===== src/rtl/prim_minimum_spanning_tree_core_defines.svh =====
// Assertion macros for the spanning tree core.
// Uses the enclosing module's clk and rst_n; no other dependencies.
`ifndef PRIM_MINIMUM_SPANNING_TREE_CORE_DEFINES_SVH
`define PRIM_MINIMUM_SPANNING_TREE_CORE_DEFINES_SVH

// same-cycle implication
`define PMST_ASSERT_NOW(label, ante, cons) \
  label: assert property (@(posedge clk) disable iff (!rst_n) (ante) |-> (cons)) \
    else $error("pmst: same-cycle check failed");

// next-cycle implication
`define PMST_ASSERT_NEXT(label, ante, cons) \
  label: assert property (@(posedge clk) disable iff (!rst_n) (ante) |=> (cons)) \
    else $error("pmst: next-cycle check failed");

`endif


===== src/rtl/pmst_pkg.sv =====
// Shared types and constants for the spanning tree core.
// No dependencies.
package pmst_pkg;

  localparam int MAX_NODES_DEF   = 32;
  localparam int WEIGHT_BITS_DEF = 16;
  localparam int NUM_NODES_RST   = 32;

  localparam int CFG_W  = 6;
  localparam int NODE_W = 5;
  localparam int EW     = 16;
  localparam int COST_W = 21;

  localparam logic OP_LOAD = 1'b0;
  localparam logic OP_RUN  = 1'b1;

  typedef struct packed {
    logic              operation;
    logic [NODE_W-1:0] node_a;
    logic [NODE_W-1:0] node_b;
    logic [EW-1:0]     weight;
  } in_t;

  typedef struct packed {
    logic [NODE_W-1:0] parent_node;
    logic [NODE_W-1:0] child_node;
    logic [EW-1:0]     edge_weight;
    logic [COST_W-1:0] total_cost;
    logic              status;
    logic              is_summary;
    logic              last;
  } out_t;

  // control flags from the shared relax/compare unit
  typedef struct packed {
    logic relax;    // link weight beats stored key
    logic take;     // new key beats running minimum
    logic in_tree;  // node membership after this step
  } relax_ctl_t;

  typedef enum logic [3:0] {
    S_CLEAR,
    S_IDLE,
    S_LOAD_RD,
    S_LOAD_WR,
    S_RELAX,
    S_NEXT,
    S_OUT_RD,
    S_OUT_CHK,
    S_SUMMARY
  } state_t;

endpackage


===== src/rtl/pmst_relax_unit.sv =====
// Shared compare unit: key relaxation plus running-minimum compare.
// Depends on pmst_pkg.
module pmst_relax_unit #(
  parameter int KW = 17
) (
  input  logic [KW-1:0]          w,
  input  logic [KW-1:0]          key,
  input  logic [KW-1:0]          best,
  input  logic                   in_tree,
  input  logic                   is_pick,
  output logic [KW-1:0]          key_new,
  output pmst_pkg::relax_ctl_t   ctl
);
  import pmst_pkg::*;

  logic open_node;

  always_comb begin
    open_node   = !in_tree && !is_pick;
    ctl.relax   = open_node && (w < key);
    key_new     = ctl.relax ? w : key;
    ctl.take    = open_node && (key_new < best);
    ctl.in_tree = in_tree || is_pick;
  end

endmodule


===== config.mk =====
export PLATFORM = sky130hd
export DESIGN_NAME = pmst_relax_unit
export DESIGN_NICKNAME = d
export VERILOG_FILES = /design/src/rtl/prim_minimum_spanning_tree_core_defines.svh /design/src/rtl/pmst_pkg.sv /design/src/rtl/pmst_relax_unit.sv
export SDC_FILE = /design/constraint.sdc
export NUM_CORES = 1
export LEC_CHECK = 0
export BUFFER_PORTS_ARGS = -buffer_cell sky130_fd_sc_hd__buf_2
export CAP_MARGIN = 20
export CORE_UTILIZATION = 47
export DETAILED_ROUTE_END_ITERATION = 10
export PLACE_DENSITY = 0.91
export SLEW_MARGIN = 20
export SYNTH_ARGS = -nofsm -noshare
export SYNTH_HDL_FRONTEND = slang
export SYNTH_SLANG_ARGS = --single-unit

===== constraint.sdc =====
create_clock -name vclk -period 10.75
set_input_delay 1.6125 -clock vclk [all_inputs]
set_output_delay 1.6125 -clock vclk [all_outputs]
set_load 0.005 [all_outputs]

==> results.sh, run 1 <==
export IMPL_setup_viol=0
export IMPL_relSlewSlack_pct=35.0
export IMPL_hp_class="in2out"
export IMPL_worst_setup_path_start_kind="input port"
export IMPL_num_rows=16
export IMPL_io_buffer_count=73
export IMPL_drcViolationCount=0
export IMPL_postCtsResizedCells=0
export IMPL_yosysTopAreaCell="ha_1"
export IMPL_synth_warnings=0
export IMPL_grt_pass1_wl_mm=4.45
export IMPL_ir_drop_uv=24.7
export IMPL_hold_violations=0
export IMPL_grt_max_degree=36
export IMPL_postRouteAntennaNets=0
export IMPL_grtUsageTotal_pct=22.0
export IMPL_syn_nets=239
export IMPL_p_per_area_mw_per_mm2=40.5
export IMPL_slowest_stage="o21a_1"
export IMPL_antenna_found_initial=0
export IMPL_path_max_fanout=35
export IMPL_n_antenna_cell=0
export IMPL_critPathCaptureType="primary output"
export IMPL_syn_area_mm2=0.00103
export IMPL_dieArea_mm2=0.00239
export IMPL_max_stage_delay_ns=0.81
export IMPL_drt_initial_drc_count=8
export IMPL_min_period_ns=6.90
export IMPL_dp_cells=250
export IMPL_synth_top_cell_area_share_pct=38.7
export IMPL_fp_dieH_um=48.9
export IMPL_vias=1263
export IMPL_maxCapViolCount=0
export IMPL_status="finished, final reports clean"
export IMPL_io_pins=73
export IMPL_path_cells="buf_2 -> ha_1 -> a211oi_2 -> o221ai_1 -> a211oi_2 -> o21a_1 -> o21ai_0 -> ha_1 -> a21o_1 -> nand3_1 -> a21oi_1 -> a2111oi_0 -> o211ai_1 -> a31oi_2 -> buf_2"
export IMPL_first_pass_iters=2
export IMPL_core_area_mm2=0.00202
export IMPL_finalCritPeriodShare_pct=64.2
export IMPL_critPathKind="in2out"
export IMPL_clkbuf_count=0
export IMPL_grt_pass1_vias=1115
export IMPL_gr_total_overflow=0
export IMPL_synth_area_leaders="ha_1, inv_1, o21ai_0"
export IMPL_wl_per_cell_um=10.2
export IMPL_layout_drive_gt1_share_pct=35.4
export IMPL_ctsHoldBuffers=0
export IMPL_nets=310
export IMPL_worstPathRequired_ns=9.14
export IMPL_path_delay_family="compound AO/OA/AOI/OAI gates"
export IMPL_arrival_ns=5.29
export IMPL_hpwlAfterDp_mm=2.31
export IMPL_routed_wl_mm=2.54
export IMPL_sequential_cell_total=0
export IMPL_tightest_slew_ns=0.975
export IMPL_ys_seq_area_share_pct=0
export IMPL_syn_to_final_growth_pct=34.9
export IMPL_gp_congestion=0.869
export IMPL_cts_setup_buffers=0
export IMPL_avgSynthCellArea_um2=6.72
export IMPL_final_cells=250
export IMPL_die_x_um=48.9
export IMPL_fmax_ghz=0.145
export IMPL_rsz0062_at_grt="false"
export IMPL_slew_viol_final=0
export IMPL_start_util_pct=51.2
export IMPL_ys_types=26
export IMPL_tns_ns=0
export IMPL_p_leak_nw=0.861
export IMPL_netlist_instances=154
export IMPL_crit_buf_inv=2
export IMPL_regArea_um2=0
export IMPL_viasPerCell=5.05
-- cell usage after synthesis, types with 2 or more instances --
master and number:
o211ai_1 2, buf_4 2, o21ai_0 19, a211oi_2 2
buf_6 2, a21o_1 3, a211oi_1 2, nand2_1 24
a21oi_1 8, nand4_1 4, inv_1 34, and4_1 2
o21ai_1 2, nor2_1 4, ha_1 32, nand3_1 2
-- layout by cell type, fill, tap and decap left out --
master,synthesis,routed
buf_2,0,73
inv_1,34,34
ha_1,32,32
nand2_1,24,24
o21ai_0,19,19
a21oi_1,8,8
nand4_1,4,4
nor2_1,4,4
a21o_1,3,3
and4_1,2,2
a211oi_2,2,2
a211oi_1,2,2
o21ai_1,2,2
o211ai_1,2,2
nand3_1,2,2
or2_2,1,1
nor2b_1,1,1
o221ai_1,1,1
or3_1,1,1
a221oi_2,1,1
o21a_1,1,1
nor3_1,1,1
o211ai_2,1,1
a2111oi_0,1,1
a31oi_2,1,1
-- where the power goes --
group	internal [mW]	switching, mW	total [mW]
logic	0.0271	0.0295	0.0565
clock network	0	0	0
registers	0	0	0
total	0.0271	0.0295	0.0565
-- worst paths after layout --
kind,from,end,slack [ns],cells after the start
setup / recovery,w[2],ctl[1],3.85,15
hold / removal,is_pick,ctl[0],3.52,3
-- cells by family (layout without fill, tap and decap cells) --
group                    Yosys count  after routing  synth area share [%]
AO/OA/AOI/OAI                     44             44                  27.8
adder cells (fa/ha/maj)           32             32                  38.7
buffers and inverters             38            107                  16.0
AND/OR/NAND/NOR                   40             40                  17.5
-- area by class of cell --
class / count / area (um2)
Multi-Input combinational cell: 116 / 870
Inverter: 34 / 128
Timing Repair Buffer: 73 / 365
Fill cell: 194 / 626
Tap cell: 27 / 33.8
-- through the flow --
stage / hold WS [ns] / util, % / setup slack [ns] / power (mW) / area [um2]
floorplan: 3.32 / - / 4.86 / 0.0344 / 1030
global placement: 3.51 / 69.1 / 3.95 / 0.0550 / 1400
detailed placement: 3.52 / 69.1 / 3.86 / 0.0564 / 1400
CTS: 3.52 / 69.1 / 3.85 / 0.0568 / 1400
global route: 3.55 / 69.1 / 3.45 / 0.0655 / 1400
finish: 3.52 / 69.1 / 3.85 / 0.0565 / 1400
-- routing by layer --
| metal | part of all wire (%) | GRT usage [%] | vias to the layer above |
|---|---|---|---|
| li1 | - | - | 675 |
| met1 | 48 | 29.4 | 544 |
| met2 | 46 | 41.0 | 44 |
| met3 | 5.5 | 0.623 | 0 |
| met4 | 0 | 0.490 | 0 |
| met5 | 0 | 0 | - |
Power figures use the tool's default switching activity.
==> run 2: changes to the inputs <==
--- a/config.mk
+++ b/config.mk
@@ -7,9 +7,9 @@
 export LEC_CHECK = 0
 export BUFFER_PORTS_ARGS = -buffer_cell sky130_fd_sc_hd__buf_2
 export CAP_MARGIN = 20
-export CORE_UTILIZATION = 47
+export CORE_UTILIZATION = 44
 export DETAILED_ROUTE_END_ITERATION = 10
-export PLACE_DENSITY = 0.91
+export PLACE_DENSITY = 0.86
 export SLEW_MARGIN = 20
 export SYNTH_ARGS = -nofsm -noshare
 export SYNTH_HDL_FRONTEND = slang
==> constraint.sdc (replaced) <==
create_clock -name vclk -period 6.4
set_input_delay 0.96 -clock vclk [all_inputs]
set_output_delay 0.96 -clock vclk [all_outputs]
set_load 0.005 [all_outputs]
==> run 2 against run 1 <==
Effect of this change:
- final cell count rose by 0.80%
- critical path depth did not move
- die area increased by 6.5%
- worst setup slack worse by 2.6 ns
- sequential share of layout area unchanged
- total power is 69% higher
- highest routed layer unchanged
- routed wire length fell by 1.3%
==> results.sh, run 2 (synthesis results as in run 1) <==
export IMPL_grtUsageTotal_pct=20.6
export IMPL_p_comb_share_pct=100.0
export IMPL_fmax_ghz=0.193
export IMPL_seqPwrFrac_pct=0
export IMPL_viasPerCell=4.98
export IMPL_p_leak_nw=0.866
export IMPL_syn_to_final_growth_pct=35.8
export IMPL_path_delay_family="compound AO/OA/AOI/OAI gates"
export IMPL_num_rows=17
export IMPL_rsz0062_at_grt="false"
export IMPL_wl_met2_mm=1.20
export IMPL_tns_ns=0
export IMPL_highest_layer="met3"
export IMPL_worstPathRequired_ns=5.44
export IMPL_clkbuf_count=0
export IMPL_hold_violations=0
export IMPL_layout_drive_gt1_share_pct=35.7
export IMPL_dieArea_mm2=0.00255
export IMPL_core_area_mm2=0.00221
export IMPL_clockPowerShare_pct=0
export IMPL_vias=1254
export IMPL_regArea_um2=0
export IMPL_hp_class="in2out"
export IMPL_postRouteAntennaNets=0
export IMPL_critPathCaptureType="primary output"
export IMPL_internal_power_mw=0.0461
export IMPL_p_sw_share_pct=51.7
export IMPL_relSlewSlack_pct=66.8
export IMPL_ir_drop_uv=37.3
export IMPL_start_util_pct=46.8
export IMPL_min_period_ns=5.17
export IMPL_die_x_um=50.5
export IMPL_routed_wl_mm=2.51
export IMPL_tightest_slew_ns=0.486
export IMPL_p_sw_mw=0.0494
export IMPL_path_max_fanout=17
export IMPL_grt_pass1_vias=1136
export IMPL_slowest_stage="o21a_1"
export IMPL_wirelength_met1_mm=1.17
export IMPL_arrival_ns=4.21
export IMPL_status="finished, final reports clean"
export IMPL_wl_met3_um=137
export IMPL_critPathKind="in2out"
export IMPL_n_antenna_cell=0
export IMPL_multi_input_area_um2=870
export IMPL_hpwlAfterDp_mm=2.32
export IMPL_ctsHoldBuffers=0
export IMPL_io_pins=73
export IMPL_path_cells="buf_2 -> ha_1 -> a211oi_2 -> o221ai_1 -> a211oi_2 -> o21a_1 -> o21ai_0 -> ha_1 -> a21o_1 -> nand3_1 -> a21oi_1 -> a2111oi_0 -> o211ai_1 -> a31oi_2 -> buf_2"
export IMPL_finalCritPeriodShare_pct=80.8
export IMPL_io_buffer_count=73
export IMPL_fp_dieH_um=50.5
export IMPL_hold_path_cell_count=3
export IMPL_cts_setup_buffers=0
export IMPL_slew_viol_final=0
export IMPL_p_per_area_mw_per_mm2=68.0
export IMPL_maxCapViolCount=0
export IMPL_grt_pass1_wl_mm=4.33
export IMPL_setup_slack_ns=1.23
export IMPL_nets=311
export IMPL_first_pass_iters=4
export IMPL_final_cell_mix="buf_2, inv_1, ha_1"
export IMPL_drt_initial_drc_count=23
export IMPL_antenna_found_initial=0
export IMPL_worst_setup_path_start_kind="input port"
export IMPL_pre_cts_slack_ns=1.19
export IMPL_fill_cells=230
export IMPL_min_to="ctl[0]"
export IMPL_layout_commonest_cell="buf_2"
export IMPL_max_stage_delay_ns=0.48
export IMPL_grt_max_degree=20
export IMPL_gp_congestion=0.775
export IMPL_crit_buf_inv=2
export IMPL_gr_total_overflow=0
export IMPL_sequential_cell_total=0
export IMPL_wl_per_cell_um=9.96
export IMPL_setup_viol=0
export IMPL_postCtsResizedCells=0
export IMPL_min_from="in_tree"
export IMPL_drcViolationCount=0
==> run 2: cell count changes in the layout (fill, tap and decap cells not counted) <==
cell / change
buf_4: +1
==> run 2: layout make-up <==
type	instances	share of cell area, %
repair buffers	74	26.5
well taps	28	2.49
multi-input cells	116	61.9
inverters	34	9.08
==> run 2: worst min-delay path: cells and delay by family <==
kind	cells	cell delay, ns
buffers and inverters	2	0.19
AND/OR/NAND/NOR	1	0.11
==> run 2: worst max-delay path by stage <==
stage / from / end / slack (ns) / depth (start not counted)
2_1_floorplan: key[2] / ctl[1] / 1.81 / 17
3_3_place_gp: w[2] / ctl[1] / 1.29 / 15
3_5_place_dp: w[2] / ctl[1] / 1.19 / 15
6_report: w[2] / ctl[1] / 1.23 / 15
5_1_grt: key[2] / ctl[1] / 0.80 / 17
4_1_cts: w[2] / ctl[1] / 1.18 / 15
==> run 2: stage by stage <==
step / instance area, um2 / std cells / total power, mW / hold WS [ns] / util, %
2_1_floorplan: 1030 / 154 / 0.0579 / 2.02 / -
3_3_place_gp: 1410 / 252 / 0.0931 / 2.21 / 63.5
6_report: 1410 / 252 / 0.0956 / 2.21 / 63.5
4_1_cts: 1410 / 252 / 0.0961 / 2.21 / 63.5
3_5_place_dp: 1410 / 252 / 0.0951 / 2.21 / 63.5
5_1_grt: 1410 / 252 / 0.111 / 2.22 / 63.5
==> run 2: power by group through the flow <==
stage	clock [mW]	combinational, mW	sequential, mW
finish	0	0.0956	0
global route	0	0.111	0
CTS	0	0.0961	0
detailed placement	0	0.0951	0
global placement	0	0.0931	0
floorplan	0	0.0579	0
==> run 2: routing by layer <==
layer,GRT usage [%],vias up
li1,-,674
met1,28.0,536
met2,37.1,44
met3,0.606,0
met4,1.85,0
met5,0,-
