## src/rtl/prim_minimum_spanning_tree_core_defines.svh

```systemverilog
// Assertion macros for the spanning tree core.
// Uses the enclosing module's clk and rst_n; no other dependencies.
`ifndef PRIM_MINIMUM_SPANNING_TREE_CORE_DEFINES_SVH
`define PRIM_MINIMUM_SPANNING_TREE_CORE_DEFINES_SVH

// same-cycle implication
`define PMST_ASSERT_NOW(label, ante, cons) \
  label: assert property (@(posedge clk) disable iff (!rst_n) (ante) |-> (cons)) \
    else $error("pmst: same-cycle check failed");

// next-cycle implication
`define PMST_ASSERT_NEXT(label, ante, cons) \
  label: assert property (@(posedge clk) disable iff (!rst_n) (ante) |=> (cons)) \
    else $error("pmst: next-cycle check failed");

`endif

```

## src/rtl/pmst_ram.sv

```systemverilog
// Simple dual-port RAM: one write port, one registered read port.
// No dependencies.
module pmst_ram #(
  parameter int DEPTH = 32,
  parameter int DW    = 8
) (
  input  logic                     clk,
  input  logic                     we,
  input  logic [$clog2(DEPTH)-1:0] waddr,
  input  logic [DW-1:0]            wdata,
  input  logic                     re,
  input  logic [$clog2(DEPTH)-1:0] raddr,
  output logic [DW-1:0]            rdata
);

  logic [DW-1:0] mem [DEPTH];

  always_ff @(posedge clk) begin
    if (we) begin
      mem[waddr] <= wdata;
    end
  end

  always_ff @(posedge clk) begin
    if (re) begin
      rdata <= mem[raddr];
    end
  end

endmodule

```

## config.mk

```make
export PLATFORM = sky130hd
export DESIGN_NAME = pmst_ram
export DESIGN_NICKNAME = d
export VERILOG_FILES = /design/src/rtl/prim_minimum_spanning_tree_core_defines.svh /design/src/rtl/pmst_ram.sv
export SDC_FILE = /design/constraint.sdc
export NUM_CORES = 1
export LEC_CHECK = 0
export ABC_AREA = 1
export ABC_CLOCK_PERIOD_IN_PS = 4000
export BUFFER_PORTS_ARGS = -buffer_cell sky130_fd_sc_hd__buf_2
export CAP_MARGIN = 40
export CORE_ASPECT_RATIO = 0.6
export CORE_MARGIN = 8
export CORE_UTILIZATION = 65
export CTS_CLUSTER_SIZE = 20
export DETAILED_ROUTE_END_ITERATION = 10
export HOLD_SLACK_MARGIN = 0.02
export PLACE_DENSITY = 0.83
export SLEW_MARGIN = 10
export SYNTH_ARGS = -nofsm -noshare
export SYNTH_HDL_FRONTEND = slang
export SYNTH_SLANG_ARGS = --single-unit
```

## constraint.sdc

```tcl
create_clock -name clk -period 4 [get_ports clk]
set_input_delay 1 -clock clk [delete_from_list [all_inputs] [get_ports clk]]
set_output_delay 1 -clock clk [all_outputs]
set_load 0.02 [all_outputs]
```

==> flow_summary_export.csv, run 1 <==
group,metric,value,unit
route,dr.pass1.iters,5,
clock_tree,clockRootBuffer,"clkbuf_16",
layout,drive_gt1_share,6.87,%
run_status,status,"completed",
timing,slew_headroom,41.6,%
critical_path,cpPeakStageDelay,0.80,ns
critical_path,path_buf_inv,2,
power,ir_drop,0.369,mV
critical_path,worst_setup_path_end_kind,"flip-flop",
floorplan,floorplan.die.width,183,microns
global_routing,grt_max_degree,129,
floorplan,io_pins,29,
route,drtAntennaViolNets,0,
clock_tree,clock_latency,0.52,ns
floorplan,die_area,21200,sq um
floorplan,num_rows,36,
timing,finalHoldViolations,0,
critical_path,crit_path_start_kind,"input pin",
synth,synth_top_family_by_area,"simple AND/OR/NAND/NOR gates",
synth,synth_warnings,0,
global_routing,overflow,0,
critical_path,path_delay_family,"simple AND/OR/NAND/NOR gates",
critical_path,worstPathRequired,4.14,ns
route,vias,7040,
layout,fillers,1132,
clock_tree,cts_tree,"built",
route,drt_iter0_drc,1135,
worst_hold_path,hold_class,"in -> reg",
layout,antenna_cells,0,
layout,mostFrequentLayoutCell,"nand2_1",
timing,setup_viol,0,
power,p_leak,4.28,nW
synth,yosysUniqueCellTypes,11,
layout,stdcell_area,11700,sq um
floorplan,initial_core_util,66.6,%
placed_design,place_area,11000,sq um
timing,finalCritPeriodShare,57.1,%
synth,syn_nets,943,
placed_design,gp_congestion,0.879,
floorplan,die_h,116,microns
synth,synth_compound_area_share,0,%
global_routing,grt_antenna_before_repair,0,
clock_tree,postCtsResizedCells,0,
clock_tree,htree_levels,1,
critical_path,worstSetupPathType,"in -> reg",
timing,slew_violations,0,
synth,synth-xor-area-share,0,%
layout,nets,951,
route,viasPerCell,6.00,
timing,fin_crit,2.28,ns
clock_tree,numCtsBuffers,23,
clock_tree,path_clk_slew,0.07,ns
route,post_drt_wl_per_cell,20.9,microns
route,drt_wl_total,24600,microns
synth,yosys.area_share.adder,0,%
flow_run,maxCapViolations,0,
layout,layout_common_cells,"nand2_1 (360), edfxtp_1 (264), nand3_1 (204)",
timing,fin_skew,0.0140,ns
critical_path,crit_fanout,8,
global_routing,grt_usage,23.3,%
route,drc_errors,0,
global_routing,first_global_vias,6818,
timing,finalSetupTns,0,ns
clock_tree,cts_setup_buffers,0,
layout,final_util,71.5,%
floorplan,core_area,16300,sq um
critical_path,critPathArrivalTime,2.42,ns
timing,rsz0062_at_grt,"no",
synth,ys_seq_area_share,73.0,%
clock_tree,hold_buffers,0,
synth,synth-simple-area-share,22.9,%
placed_design,placement.io_buffers,28,
synth,syn_avg_cell_area,11.8,sq um
synth,netlist_area,10900,sq um
clock_tree,clock_path_buffers,3,
layout,areaGrowthSynthToFinish,7.27,%
power,power,0.00553,W
timing,worst_pin_slew,0.873,ns
timing,max_freq,438,MHz
critical_path,slowest_stage,"nor2_1",
synth,syn_inst,922,
placed_design,dp_hpwl,14400,microns
clock_tree,clkSinkCount,264,
power,p_per_area,474,nW/um^2
synth,synth_mux_area_share,0,%
synth,ys_seq_elements,264,
critical_path,crit_chain,"buf_2 -> inv_1 -> nand3_1 -> nor2_1",
global_routing,grt_pass1_wl,37800,microns
[per-layer routing]
| metal | vias to the layer above | share of wire [%] | track usage, % | wire (microns) |
|---|---|---|---|---|
| met5 | - | 0 | 0 | 0 |
| met4 | 0 | 1.8 | 4.58 | 454 |
| met3 | 47 | 10 | 5.28 | 2460 |
| met2 | 373 | 45 | 36.5 | 11000 |
| met1 | 3405 | 43 | 33.7 | 10600 |
| li1 | 3215 | - | - | - |
[final cells by class]
cell class	count	area, sq um	share of cell area, %
inverter	10	40.0	0.343
timing repair buffer	35	233	2.00
clock inverter	13	83.8	0.719
tap	228	285	2.45
clock buffer	28	594	5.10
sequential	264	7930	68.0
multi-input combinational	596	2490	21.4
[Yosys cell counts]
cell      count  area share (%)
buf_1         2           0.069
buf_2        15            0.69
buf_4         4            0.28
buf_6        24             2.5
clkbuf_1      7            0.24
edfxtp_1    264              73
inv_1         8            0.28
inv_2         2           0.069
nand2_1     360              12
nand3_1     204             9.4
nor2_1       32             1.1
[metrics by stage]
| stage | setup WS (ns) | hold slack [ns] | std cells |
|---|---|---|---|
| floorplan | 1.97 | 0.764 | 922 |
| CTS | 1.73 | 0.840 | 1174 |
| detailed placement | 1.19 | 0.849 | 1133 |
| finish | 1.72 | 0.849 | 1174 |
| global placement | 1.24 | 0.836 | 1133 |
| global route | 1.64 | 0.846 | 1174 |
[cell families (layout without fill, tap and decap cells)]
group         count (synthesis)  in the layout
buf+inv                      62             86
flops                       264            264
simple gates                596            596
[power breakdown]
part           total, W  switching, W  internal (W)
clock           0.00206      0.000944       0.00112
combinational  0.000364      0.000275     0.0000890
sequential      0.00310     0.0000131       0.00309
total           0.00553       0.00123       0.00429
[flip-flops by register name, indices dropped and copies added (netlist names)]
register / flops
mem: 256
rdata: 8
[worst paths after layout]
kind                            start                    to  slack [ns]  cells past startpoint
setup / recovery             waddr[0]  mem[24][2]$_DFFE_PP_        1.72                      4
setup reg to reg  mem[8][0]$_DFFE_PP_    rdata[0]$_DFFE_PP_        2.65                      8
hold / removal                     re    rdata[6]$_DFFE_PP_        0.85                      1
hold reg to reg   mem[0][7]$_DFFE_PP_    rdata[7]$_DFFE_PP_        0.86                      8
Power figures use the tool's default switching activity.
==> run 2: changes to the inputs <==
- ABC_AREA: 1 -> 0
- ABC_CLOCK_PERIOD_IN_PS: 4000 -> 2000
- CORE_UTILIZATION: 65 -> 55
- PLACE_DENSITY: 0.83 -> 0.75
- clock period: 4 -> 2 ns (I/O delays scaled with it)
==> flow_summary_export.csv, run 2 <==
group,metric,value,unit
run_status,status,"completed",
worst_hold_path,hold_class,"in -> reg",
global_routing,overflow,0,
layout,regMostFlops,"mem",
power,switchingPower,0.00233,W
power,p_per_area,987,nW/um^2
power,ir_drop,0.626,mV
critical_path,crit_chain,"buf_8 -> buf_12 -> mux4_2 -> mux4_2 -> mux2_2",
timing,rsz0062_at_grt,"yes",
floorplan,initial_core_util,56.1,%
clock_tree,clockRootBuffer,"clkbuf_16",
global_routing,grt_antenna_before_repair,0,
timing,slew_headroom,53.7,%
synth,netlist_area,10100,sq um
global_routing,grt_pass1_wl,32700,microns
critical_path,cpPeakStageDelay,0.60,ns
synth,ys_seq_elements,264,
route,drtAntennaViolNets,0,
clock_tree,cts_setup_buffers,0,
synth,yosysTopAreaCellShare,78.2,%
power,p_leak,3.84,nW
timing,slew_violations,0,
timing,max_freq,507,MHz
synth,synth_area_leaders,"edfxtp_1 (78%), mux4_2 (18%), nor2_1 (1.2%)",
route,drt_iter0_drc,610,
clock_tree,path_clk_slew,0.06,ns
power,p_int,0.00939,W
critical_path,rrSetupSlack,0.03,ns
layout,largest_reg_flops,256,
route,viasPerCell,6.30,
critical_path,r2r-start,"mem[29][3]$_DFFE_PP_",
route,drc_errors,0,
synth,yosysUniqueCellTypes,14,
placed_design,dp_hpwl,14400,microns
timing,finalHoldViolations,0,
layout,nets,525,
power,p_comb_share,5.8,%
timing,fin_skew,0.00815,ns
layout,drive_gt1_share,40.1,%
layout,stdcell_area,11900,sq um
clock_tree,htree_levels,1,
synth,synth_top_area_cell,"edfxtp_1",
synth,synth-async-reset-ratio,0,%
critical_path,worstSetupPathType,"in -> reg",
route,dr.pass1.iters,5,
worst_hold_path,min_from,"re",
synth,synth_warnings,0,
critical_path,path_delay_family,"multiplexers",
placed_design,gp_congestion,0.860,
critical_path,crit_top_cell,"mux4_2",
synth,yosys_most_used_dff,"edfxtp_1",
critical_path,slowest_stage,"mux4_2",
floorplan,die_area,23200,sq um
critical_path,crit_fanout,14,
layout,instances_no_fill,761,
clock_tree,numCtsBuffers,24,
layout,fillers,1179,
critical_path,crit_path_start_kind,"input pin",
synth,syn_inst,417,
floorplan,num_rows,38,
clock_tree,clkSinkCount,264,
global_routing,grt_max_degree,33,
synth,syn_nets,438,
timing,finalSetupTns,0,ns
clock_tree,cts_tree,"built",
critical_path,critPathArrivalTime,2.23,ns
placed_design,place_area,11000,sq um
power,swShare,19.9,%
critical_path,worst_setup_path_end_kind,"flip-flop",
timing,worst_pin_slew,0.694,ns
synth,synth_edf_count,264,
floorplan,die_h,121,microns
power,seq_power_share,53.0,%
flow_run,maxCapViolations,0,
global_routing,grt_usage,19.7,%
critical_path,setup.worst_path.start,"raddr[0]",
floorplan,floorplan.die.width,191,microns
synth,ys_top_cells_by_count,"edfxtp_1 (264), mux4_2 (80), nor2_1 (33)",
placed_design,placement.io_buffers,28,
global_routing,first_global_vias,4866,
timing,fin_crit,1.97,ns
layout,layout_common_cells,"edfxtp_1 (264), mux4_2 (80), buf_4 (40)",
floorplan,core_area,18100,sq um
clock_tree,clock_path_buffers,3,
route,post_drt_wl_per_cell,29.3,microns
synth,ys_seq_area_share,78.2,%
synth,syn_avg_cell_area,24.3,sq um
route,drt_wl_total,22300,microns
critical_path,worstPathRequired,2.26,ns
power,pwr-share-clk,41.2,%
route,vias,4794,
timing,finalCritPeriodShare,98.7,%
floorplan,io_pins,29,
layout,antenna_cells,0,
layout,areaGrowthSynthToFinish,17.1,%
synth,yosysMostFrequentCell,"edfxtp_1",
placed_design,dp.cells,717,
layout,mostFrequentLayoutCell,"edfxtp_1",
timing,setup_viol,0,
clock_tree,clock_latency,0.51,ns
clock_tree,hold_buffers,0,
layout,top_regs,"mem: 256 flops, rdata: 8 flops",
critical_path,path_buf_inv,2,
-- run 2: cell count changes in the layout (fill, tap and decap cells not counted), sizes merged, moves of 4 or more --
| cell | previous run | this run |
|---|---|---|
| nand2 | 360 | 1 |
| nand3 | 204 | 2 |
| mux4 | 0 | 80 |
| buf | 35 | 81 |
| inv | 11 | 0 |
| mux2 | 0 | 8 |
| nand3b | 0 | 5 |
| bufinv | 1 | 5 |
-- run 2: metal layers --
layer / vias up / part of all wire [%] / wire length (microns) / track usage, %
li1: 1956 / - / - / -
met3: 35 / 13 / 2900 / 7.03
met2: 296 / 43 / 9570 / 27.3
met4: 0 / 1.4 / 314 / 3.69
met5: - / 0 / 0 / 0
met1: 2507 / 43 / 9540 / 30.1
-- run 2: area by class of cell --
type,count,area (sq um),area share [%]
clock inverter,16,200,1.69
timing repair buffer,81,709,5.98
multi-input combinational,133,2100,17.7
clock buffer,27,633,5.33
tap,240,300,2.53
sequential,264,7930,66.8
-- run 2: power groups by stage --
stage	Clock (W)	Combinational (W)	Sequential [W]
CTS	0.00489	0.000685	0.00620
floorplan	0	0.000354	0.00633
detailed placement	0	0.000668	0.00632
global route	0.00508	0.000720	0.00621
finish	0.00483	0.000683	0.00621
global placement	0	0.000651	0.00632
-- run 2: worst register-to-register path, cell delays in order (launching register included) --
cell and delay, ns:
edfxtp_1 0.37, mux4_2 0.53, mux4_2 0.50, mux2_2 0.31
-- run 2: final timing paths --
check | endpoint | cells after the start
min | rdata[1]$_DFFE_PP_ | 1
min reg2reg | rdata[6]$_DFFE_PP_ | 3
max | rdata[5]$_DFFE_PP_ | 5
max reg2reg | rdata[3]$_DFFE_PP_ | 3
-- run 2: cells by family (layout without fill, tap and decap cells) --
| family | Yosys count | count (layout) | share of synthesized area (%) |
|---|---|---|---|
| buffers and inverters | 20 | 124 | 1.05 |
| muxes | 88 | 88 | 18.7 |
| DFF | 264 | 264 | 78.2 |
| and+or+nand+nor | 45 | 45 | 2.05 |
-- run 2: through the flow --
step / hold slack [ns] / setup slack, ns / power [W] / utilization [%]
floorplan: 0.599 / -0.236 / 0.00668 / -
global placement: 0.878 / -0.571 / 0.00697 / 60.9
detailed placement: 0.882 / -0.590 / 0.00699 / 60.9
CTS: 0.350 / 0.0206 / 0.0118 / 65.7
global route: 0.357 / -0.00271 / 0.0120 / 65.7
finish: 0.365 / 0.0263 / 0.0117 / 65.7
-- run 2: what timing repair did --
action	4_1_cts	5_1_grt
hold endpoints to repair	0	0
gates resized for setup	2	2
cloned	1	0
pin swaps	0	0
endpoints found under the setup margin	7	2
==> run 3: changes to the inputs <==
- GPL_TIMING_DRIVEN: unset -> 0
==> flow_summary_export.csv, run 3 (same netlist as run 2, synthesis figures left out) <==
group,metric,value,unit
global_routing,use_met3,5.57,%
timing,fin_crit,1.98,ns
clock_tree,clkSinkCount,264,
timing,slew_violations,0,
global_routing,use_met1,28.4,%
floorplan,die_h,121,microns
floorplan,core_area,18100,sq um
timing,slew_headroom,38.9,%
layout,mostFrequentLayoutCell,"edfxtp_1",
global_routing,grt_max_degree,33,
placed_design,dp_hpwl,13600,microns
floorplan,die_area,23200,sq um
floorplan,num_rows,38,
floorplan,initial_core_util,56.1,%
route,drtAntennaViolNets,0,
layout,antenna_cells,0,
layout,final_util,63.8,%
timing,rsz0062_at_grt,"yes",
critical_path,slowest_stage,"mux4_2",
layout,drive_gt1_share,35.5,%
floorplan,floorplan.die.width,191,microns
clock_tree,clock_latency,0.51,ns
critical_path,path_delay_family,"multiplexers",
critical_path,crit_path_start_kind,"input pin",
timing,fin_skew,0.00777,ns
critical_path,crit_chain,"buf_12 -> buf_16 -> mux4_2 -> mux4_2 -> mux2_2",
placed_design,dpl_worst_slack,-0.615,ns
run_status,status,"completed",
critical_path,critPathArrivalTime,2.22,ns
global_routing,overflow,0,
critical_path,crit_top_cell,"mux4_2",
layout,regMostFlops,"mem",
route,post_drt_wl_per_cell,28.7,microns
clock_tree,clock_path_buffers,3,
worst_hold_path,hold_class,"in -> reg",
route,viasPerCell,6.32,
layout,layout_common_cells,"edfxtp_1 (264), mux4_2 (80), nor2_1 (29)",
route,dr.pass1.iters,5,
critical_path,cpPeakStageDelay,0.57,ns
timing,finalHoldViolations,0,
timing,finalCritPeriodShare,98.9,%
timing,worst_pin_slew,0.913,ns
clock_tree,path_clk_slew,0.07,ns
power,p_per_area,1010,nW/um^2
critical_path,worstSetupPathType,"in -> reg",
placed_design,gp_congestion,0.793,
clock_tree,clockRootBuffer,"clkbuf_16",
clock_tree,htree_levels,1,
floorplan,io_pins,29,
global_routing,grt_usage,18.4,%
flow_run,maxCapViolations,0,
timing,max_freq,505,MHz
placed_design,placement.io_buffers,23,
layout,areaGrowthSynthToFinish,13.8,%
global_routing,met2_usage,25.9,%
power,p_leak,3.58,nW
clock_tree,hold_buffers,0,
route,vias,4563,
layout,top_regs,"mem: 256 flops, rdata: 8 flops",
timing,worst_slack,0.0217,ns
route,drt_wl_total,20700,microns
critical_path,worstPathRequired,2.24,ns
clock_tree,cts_tree,"built",
global_routing,grt_pass1_wl,30500,microns
route,drt_iter0_drc,511,
timing,setup_viol,0,
layout,nets,487,
route,drc_errors,0,
global_routing,first_global_vias,4613,
layout,largest_reg_flops,256,
global_routing,gr-max-usage-layer,"met1",
clock_tree,numCtsBuffers,23,
global_routing,grt_antenna_before_repair,2,
power,ir_drop,0.902,mV
critical_path,worst_setup_path_end_kind,"flip-flop",
critical_path,crit_fanout,10,
critical_path,path_buf_inv,2,
## run 3: cell types whose count changed in the layout (fill, tap and decap cells not counted), moves of 3 or more
cell        before  now
nor2_1          33   29
clkinvlp_4       0    5
nor2_2           0    4
buf_4           40    4
clkinv_2         7    1
buf_12          11    6
clkbuf_8         0    3
## run 3: timing repair
action / 4_1_cts / 5_1_grt
gates resized for setup: 5 / 6
setup buffers: 0 / 0
pin swaps: 0 / 0
endpoints found under the setup margin: 8 / 22
## run 3: layer usage
metal  part of all wire, %  vias up  routed length (microns)
li1                      -     1884                        -
met1                    45     2445                     9330
met2                    43      209                     8900
met3                    11       25                     2200
met4                   1.3        0                      272
met5                     0        -                        0
## run 3: layout make-up
| cell class | instances | area [sq um] |
|---|---|---|
| repair buffers | 24 | 123 |
| clock inverters | 16 | 243 |
| well taps | 240 | 300 |
| multi-input cells | 133 | 2110 |
| plain buffers | 20 | 244 |
| flip-flops and latches | 264 | 7930 |
| clock buffers | 25 | 583 |
| fillers | 1194 | 6530 |
## run 3: path summary, 6_finish.rpt
check / from / end / slack (ns) / depth (start not counted)
min reg2reg: mem[19][6]$_DFFE_PP_ / rdata[6]$_DFFE_PP_ / 1.01 / 3
max: raddr[0] / rdata[3]$_DFFE_PP_ / 0.02 / 5
min: re / rdata[0]$_DFFE_PP_ / 0.33 / 1
max reg2reg: mem[15][2]$_DFFE_PP_ / rdata[2]$_DFFE_PP_ / 0.02 / 3
## run 3: per-stage QoR
stage | TNS (ns) | cells | total power (W) | instance area (sq um) | hold WS [ns]
final | 0 | 722 | 0.0116 | 11500 | 0.330
after global routing | -0.0161 | 722 | 0.0119 | 11500 | 0.340
after CTS | 0 | 722 | 0.0117 | 11500 | 0.323
after detailed placement | -57.06 | 681 | 0.00695 | 10700 | 0.846
after global placement | -46.45 | 680 | 0.00692 | 10700 | 0.826
after floorplan | -1.89 | 417 | 0.00668 | 10200 | 0.599
## run 3: power breakdown
part           switching [W]  internal (W)  total (W)
Clock                0.00191       0.00289    0.00480
Sequential         0.0000172       0.00617    0.00619
Combinational       0.000367      0.000277   0.000645
Total                0.00230       0.00934     0.0116
